File: src/eer_pkg.sv
// Package: shared constants, types and functions for the ECEF/ENU rotation unit
`timescale 1ns / 1ps
package eer_pkg;

   localparam int CordicStepsDefault = 24;
   localparam int AngW = 34;
   localparam int CsW = 34;
   localparam int VecW = 40;

   localparam logic signed [AngW-1:0] HalfPi = 34'sd1686629713;
   localparam logic signed [AngW-1:0] Pi = 34'sd3373259426;
   localparam logic signed [CsW-1:0] Gain = 34'sd652032874;
   localparam logic signed [VecW-1:0] VecMax = {1'b0, {(VecW-1){1'b1}}};
   localparam logic signed [VecW-1:0] VecMin = {1'b1, {(VecW-1){1'b0}}};

   typedef struct packed {
      logic signed [AngW-1:0] z;
      logic signed [CsW-1:0] x;
      logic signed [CsW-1:0] y;
      logic flip;
   } cordic_lane_type;

   typedef struct packed {
      logic func;
      logic signed [VecW-1:0] vx;
      logic signed [VecW-1:0] vy;
      logic signed [VecW-1:0] vz;
   } vec_item_type;

   function automatic logic signed [AngW-1:0] atan_q30(input logic [4:0] i);
      case (i)
         5'd0: atan_q30 = 34'sh03243F6A8;
         5'd1: atan_q30 = 34'sh01DAC6705;
         5'd2: atan_q30 = 34'sh00FADBAFC;
         5'd3: atan_q30 = 34'sh007F56EA6;
         5'd4: atan_q30 = 34'sh003FEAB76;
         5'd5: atan_q30 = 34'sh001FFD55B;
         5'd6: atan_q30 = 34'sh000FFFAAA;
         5'd7: atan_q30 = 34'sh0007FFF55;
         5'd8: atan_q30 = 34'sh0003FFFEA;
         5'd9: atan_q30 = 34'sh0001FFFFD;
         5'd10: atan_q30 = 34'sh0000FFFFF;
         5'd11: atan_q30 = 34'sh00007FFFF;
         5'd12: atan_q30 = 34'sh00003FFFF;
         5'd13: atan_q30 = 34'sh00001FFFF;
         5'd14: atan_q30 = 34'sh00000FFFF;
         5'd15: atan_q30 = 34'sh000007FFF;
         5'd16: atan_q30 = 34'sh000003FFF;
         5'd17: atan_q30 = 34'sh000001FFF;
         5'd18: atan_q30 = 34'sh000000FFF;
         5'd19: atan_q30 = 34'sh0000007FF;
         5'd20: atan_q30 = 34'sh0000003FF;
         5'd21: atan_q30 = 34'sh0000001FF;
         5'd22: atan_q30 = 34'sh0000000FF;
         5'd23: atan_q30 = 34'sh00000007F;
         5'd24: atan_q30 = 34'sh00000003F;
         5'd25: atan_q30 = 34'sh00000001F;
         5'd26: atan_q30 = 34'sh00000000F;
         5'd27: atan_q30 = 34'sh000000008;
         5'd28: atan_q30 = 34'sh000000004;
         5'd29: atan_q30 = 34'sh000000002;
         5'd30: atan_q30 = 34'sh000000001;
         default: atan_q30 = '0;
      endcase
   endfunction

endpackage

File: src/eer_cordic_cell.sv
// CORDIC cell: one rotation step for latitude and longitude lanes plus vector carry
`timescale 1ns / 1ps
module eer_cordic_cell
   import eer_pkg::*;
#(
   parameter int STEP = 0
) (
   input logic clock,
   input logic reset,
   input logic valid_in,
   input cordic_lane_type lat_in,
   input cordic_lane_type lon_in,
   input vec_item_type item_in,
   output logic valid_out,
   output cordic_lane_type lat_out,
   output cordic_lane_type lon_out,
   output vec_item_type item_out
);

   logic valid_ff;
   cordic_lane_type lat_ff, lat_in_w, lon_ff, lon_in_w;
   vec_item_type item_ff;

   function automatic cordic_lane_type rot(input cordic_lane_type a);
      cordic_lane_type r;
      logic signed [CsW-1:0] xs, ys;
      logic signed [AngW-1:0] at;
      xs = a.x >>> STEP;
      ys = a.y >>> STEP;
      at = atan_q30(5'(STEP));
      r = a;
      if (!a.z[AngW-1]) begin
         r.x = a.x - ys;
         r.y = a.y + xs;
         r.z = a.z - at;
      end else begin
         r.x = a.x + ys;
         r.y = a.y - xs;
         r.z = a.z + at;
      end
      return r;
   endfunction

   assign lat_in_w = rot(lat_in);
   assign lon_in_w = rot(lon_in);

   always_ff @(posedge clock) begin
      if (reset) begin
         valid_ff <= 1'b0;
      end else begin
         valid_ff <= valid_in;
      end
      lat_ff <= lat_in_w;
      lon_ff <= lon_in_w;
      item_ff <= item_in;
   end

   assign valid_out = valid_ff;
   assign lat_out = lat_ff;
   assign lon_out = lon_ff;
   assign item_out = item_ff;

endmodule

File: config.mk
export PLATFORM = sky130hd
export DESIGN_NAME = eer_cordic_cell
export DESIGN_NICKNAME = d
export VERILOG_FILES = /design/src/eer_pkg.sv /design/src/eer_cordic_cell.sv
export SDC_FILE = /design/constraint.sdc
export NUM_CORES = 1
export LEC_CHECK = 0
export BUFFER_PORTS_ARGS = -buffer_cell sky130_fd_sc_hd__buf_2
export CORE_AREA = 4 4 256 258
export CTS_CLUSTER_SIZE = 24
export DETAILED_ROUTE_END_ITERATION = 10
export DIE_AREA = 0 0 260 262
export SYNTH_ARGS = -nofsm -noshare
export SYNTH_HDL_FRONTEND = slang
export SYNTH_SLANG_ARGS = --single-unit
File: constraint.sdc
create_clock -name clock -period 3.45 [get_ports clock]
set_clock_uncertainty 0.05 [all_clocks]
set_input_delay 0.345 -clock clock [delete_from_list [all_inputs] [get_ports clock]]
set_output_delay 0.345 -clock clock [all_outputs]
set_load 0.05 [all_outputs]
Yosys cells after proc, flatten, opt, wreduce, memory -nomap -nowiden --
Index checks and enable logic that the tools add are counted.
Operators by class: add/sub/neg operators 10, multipliers 0, div/mod/pow operators 0, $lt $le $gt $ge 0, eq/ne operators 0, shifts and indexed selects 0, mux-type cells 2, bitwise logic cells 0, reductions and logical operators 0
Operators with widths (count):
- $mux 102 | 2
- $sub 34x34->34 | 4
- $add 34x31->34 const B | 2
- $add 34x34->34 | 2
- $sub 34x31->34 const B | 2
Word-level totals: register bits 328, latch bits 0, bits in writable memories 0, ROM bits 0, input bits 330, logic and storage cells 25, memories kept 0

Longest topological paths before layout --
depth in word-level cells 2, depth in mapped cells 13

Least setup slack after synthesis --
Ideal clock, no wire load.
path type input-to-reg, start input lon_in[102] in the netlist's numbering, end register lon_ff, in the netlist lon_out[100], arrival time 3503 ps, data required time 3328 ps, setup slack -175 ps, stages 13, buffers on the path 2, path through inv_1 > clkbuf_1 > clkbuf_1 > ha_1 > a211oi_1 > a211o_1 > a21oi_1 > o21ai_0 > a31o_2 > a21oi_1 > and4_1 > a2111oi_0 > xnor2_1
RTL lines:
- from (decl) | RTL line eer_cordic_cell.sv:12 | input cordic_lane_type lon_in,
- to (signal assigned) | RTL line eer_cordic_cell.sv:54 | lon_ff <= lon_in_w;
- to (decl) | RTL line eer_cordic_cell.sv:21 | cordic_lane_type lat_ff, lat_in_w, lon_ff, lon_in_w;

==> parameters.txt <==
Parameter                              Value

Worst setup path
  Arrival time of the worst setup path    3.67 ns
  Startpoint class of the critical path    input port
  Worst Path Max Fanout    3
  WP data required    3.84 ns
  Kind of critical path    in2reg
  Endpoint type of the worst setup path    flop

Yosys
  Synthesized area per cell    8.30 sq um
  Number of flops mapped to enable cells by yosys    0
  Share of flip-flops with an asynchronous set or reset after synthesis    0%
  Register bit count reported by yosys    326
  Proportion of netlist area held by the largest area contributor    31.1%
  Cell taking the most area after synthesis    dfxtp_1
  Number of warnings reported in the yosys synthesis log    0
  Most used flip-flop cell after synthesis    dfxtp_1
  Post-Synthesis Net Count    3,120
  Synth top area cells    dfxtp_1 (31%), ha_1 (15%), a21oi_1 (7.1%)
  Synth unique cells    80
  Post-synthesis instance area    21,000 sq um
  Gate count after technology mapping    2,526
  Portion of the post-synthesis area used by sequential elements    31.1%

Hold path
  Worst min-delay path startpoint    lat_in[73]
  End point of the worst hold path    lat_out[73]
  Cell count of the worst hold path    2
  Worst hold path class    in2reg

Place
  Count of buffers from port buffering    657
  Final estimated routing congestion in global placement    0.957
  Pre-CTS setup slack    -0.300 ns
  Post-DP HPWL    68.3 mm

Detailed routing
  DRC errors left    0
  1st-iter DRT viols    1,680
  Vias post-DR    21,800
  First-pass iteration count of the detailed router    6
  Wire per inst    19.7 um
  Vias per std cell    5.07
  Number of nets with antenna violations after routing    0
  Total Routed Length    84.5 mm

GRT
  Global-route track usage on met2    39.4%
  GR met1 Demand/Resource    27.2%
  Global routing's busiest layer    met2
  Met3 Resource Use GR    5.40%
  Antenna violations before repair    25
  GRT Overall Usage    23.2%
  Total gr overflow    0
  First-pass GRT wire length    123 mm
  Pin count of the biggest net entering global routing    80
  Via count of the first global-routing pass    21,200

Die
  Number of top-level design ports    658
  Core Rows    92
  Die area    68,100 sq um
  Die X-Extent    260 um
  Core outline area    63,000 sq um
  Effective utilization at floorplan    33.3%
  Overall die height    262 um

Timing
  Max transition margin    41.0%
  Slew at the pin closest to its max-slew limit    0.885 ns
  Worst slack on hold paths    0.0411 ns
  Max frequency    0.305 GHz
  Number of setup violations in the final report    0
  Final Hold Fails    0
  Final period util    95.1%
  Setup repair after global routing missed its margin    no
  Final Critical Period    3.28 ns
  Final Slew Violations    0
  Setup slack after layout    0.168 ns

CTS
  Deepest level of the CTS H-tree    2
  Clock tree from TritonCTS    built
  Total clock sinks    326
  Clock tree root buffer cell    clkbuf_16
  Buffers from clock root to sink, at most    3
  Clock buffers created by TritonCTS    41
  Clock-pin slew of the registers on the worst-case setup and hold paths    0.06 ns

Run status
  Outcome    completed

Cells and area
  Post-layout net count    3,991
  Layout Area Growth over Synthesis    37.3%
  Share of final-layout standard cells stronger than drive strength 1    26.0%

Power and ir drop
  Leakage    14.0 nW
  Areal power density over the cells    543 nW/um^2
  Max rail drop VDD    0.000407 V
  Overall power    0.0156 W

Job
  Max-cap violations    0
==> state kept, by name, indices dropped and copies added (netlist names) <==
register	cells
item_out	121
lon_out	102
lat_out	102
valid_out	1
==> metrics by stage <==
| step | TNS (ns) | utilization [%] | cells | area [sq um] |
|---|---|---|---|---|
| after floorplan | 0 | - | 2526 | 21000 |
| after global placement | -0.663 | 41.1 | 4064 | 25900 |
| after detailed placement | -0.870 | 41.1 | 4064 | 25900 |
| after CTS | 0 | 45.6 | 4274 | 28700 |
| after global routing | 0 | 45.7 | 4289 | 28800 |
| final | 0 | 45.7 | 4294 | 28800 |
==> timing repair <==
item / CTS / global route
resized for setup: 0 / 4
setup buffers: 0 / 0
hold endpoints to repair: 135 / 0
endpoints found under the setup margin: 0 / 5
hold buffers: 136 / 0
==> how the worst max path moves through the flow <==
| stage | start | endpoint | slack (ns) | cells after the start |
|---|---|---|---|---|
| floorplan | lat_in[102] | lat_out[95] | 0.02 | 13 |
| global placement | lat_in[3] | lat_out[33] | -0.25 | 13 |
| detailed placement | lat_in[3] | lat_out[33] | -0.30 | 13 |
| CTS | lon_in[35] | lon_out[61] | 0.09 | 13 |
| global route | lat_in[3] | lat_out[33] | 0.05 | 13 |
| finish | lon_in[35] | lon_out[61] | 0.17 | 13 |
==> synth_stat cells, drive strengths merged (26+ instances only) <==
| cell | count |
|---|---|
| a21o | 70 |
| a211oi | 29 |
| nand4 | 29 |
| a21oi | 296 |
| buf | 37 |
| xnor2 | 145 |
| nand2b | 26 |
| nand2 | 135 |
| o21ai | 154 |
| dfxtp | 326 |
| inv | 225 |
| nor2 | 193 |
| xor2 | 29 |
| nor2b | 33 |
| nand3 | 35 |
| o21bai | 66 |
| ha | 256 |
| nor3 | 44 |
| clkbuf | 58 |
| mux2i | 28 |
| o21a | 33 |
==> cells by family (layout without fill, tap and decap cells) <==
kind of cell / Yosys count / after routing / share of synthesized area, %
adder cells (fa/ha/maj): 264 / 264 / 16.0
AO/OA/AOI/OAI: 827 / 827 / 24.9
other: 0 / 20 / 0
AND/OR/NAND/NOR: 580 / 580 / 13.2
multiplexers: 29 / 29 / 1.39
XOR/XNOR: 174 / 174 / 7.27
flip-flops: 326 / 326 / 31.1
buffers and inverters: 326 / 1228 / 6.04
==> worst max-delay path, cell delays in order <==
cell and delay, ns:
dlygate4sd3_1 0.54, buf_2 0.14, ha_1 0.20, fa_1 0.40, nor2b_1 0.17, o21ai_2 0.18
a21oi_1 0.11, o32a_1 0.38, a221o_1 0.38, a21bo_1 0.24, a221oi_2 0.27, mux2i_1 0.14
xnor2_1 0.17
==> per-layer routing <==
| layer | vias up | wire (um) |
|---|---|---|
| li1 | 10600 | - |
| met3 | 209 | 6690 |
| met1 | 10000 | 33300 |
| met4 | 16 | 5140 |
| met5 | - | 103 |
| met2 | 912 | 39300 |
==> layout by cell type, fill, tap and decap left out, types with 35 or more instances in the layout <==
cell / netlist / layout
buf_2: 14 / 655
dfxtp_1: 326 / 326
a21oi_1: 296 / 296
ha_1: 256 / 256
inv_1: 223 / 221
nor2_1: 193 / 193
o21ai_0: 153 / 152
xnor2_1: 145 / 145
dlygate4sd3_1: 0 / 136
nand2_1: 135 / 135
buf_4: 5 / 132
a21o_1: 70 / 70
o21bai_1: 66 / 66
nor3_1: 43 / 43
clkbuf_16: 0 / 41
nand3_1: 35 / 35
==> report_power, final <==
part           total (W)  switching [W]  leakage (nW)  internal (W)
sequential       0.00458       0.000201          2.75       0.00438
combinational    0.00635        0.00448          10.6       0.00187
clock            0.00471        0.00177         0.714       0.00295
total             0.0156        0.00644          14.0       0.00920
==> cell type report <==
| class | instances | area, sq um |
|---|---|---|
| Fill cell | 6272 | 34200 |
| Multi-Input combinational cell | 1874 | 13200 |
| Sequential cell | 326 | 6530 |
| Timing Repair Buffer | 923 | 5630 |
| Clock buffer | 51 | 1090 |
| Tap cell | 846 | 1060 |
| Inverter | 231 | 867 |
| Clock inverter | 23 | 385 |
| Antenna cell | 20 | 50.0 |
(Power assumes the default switching activity.)
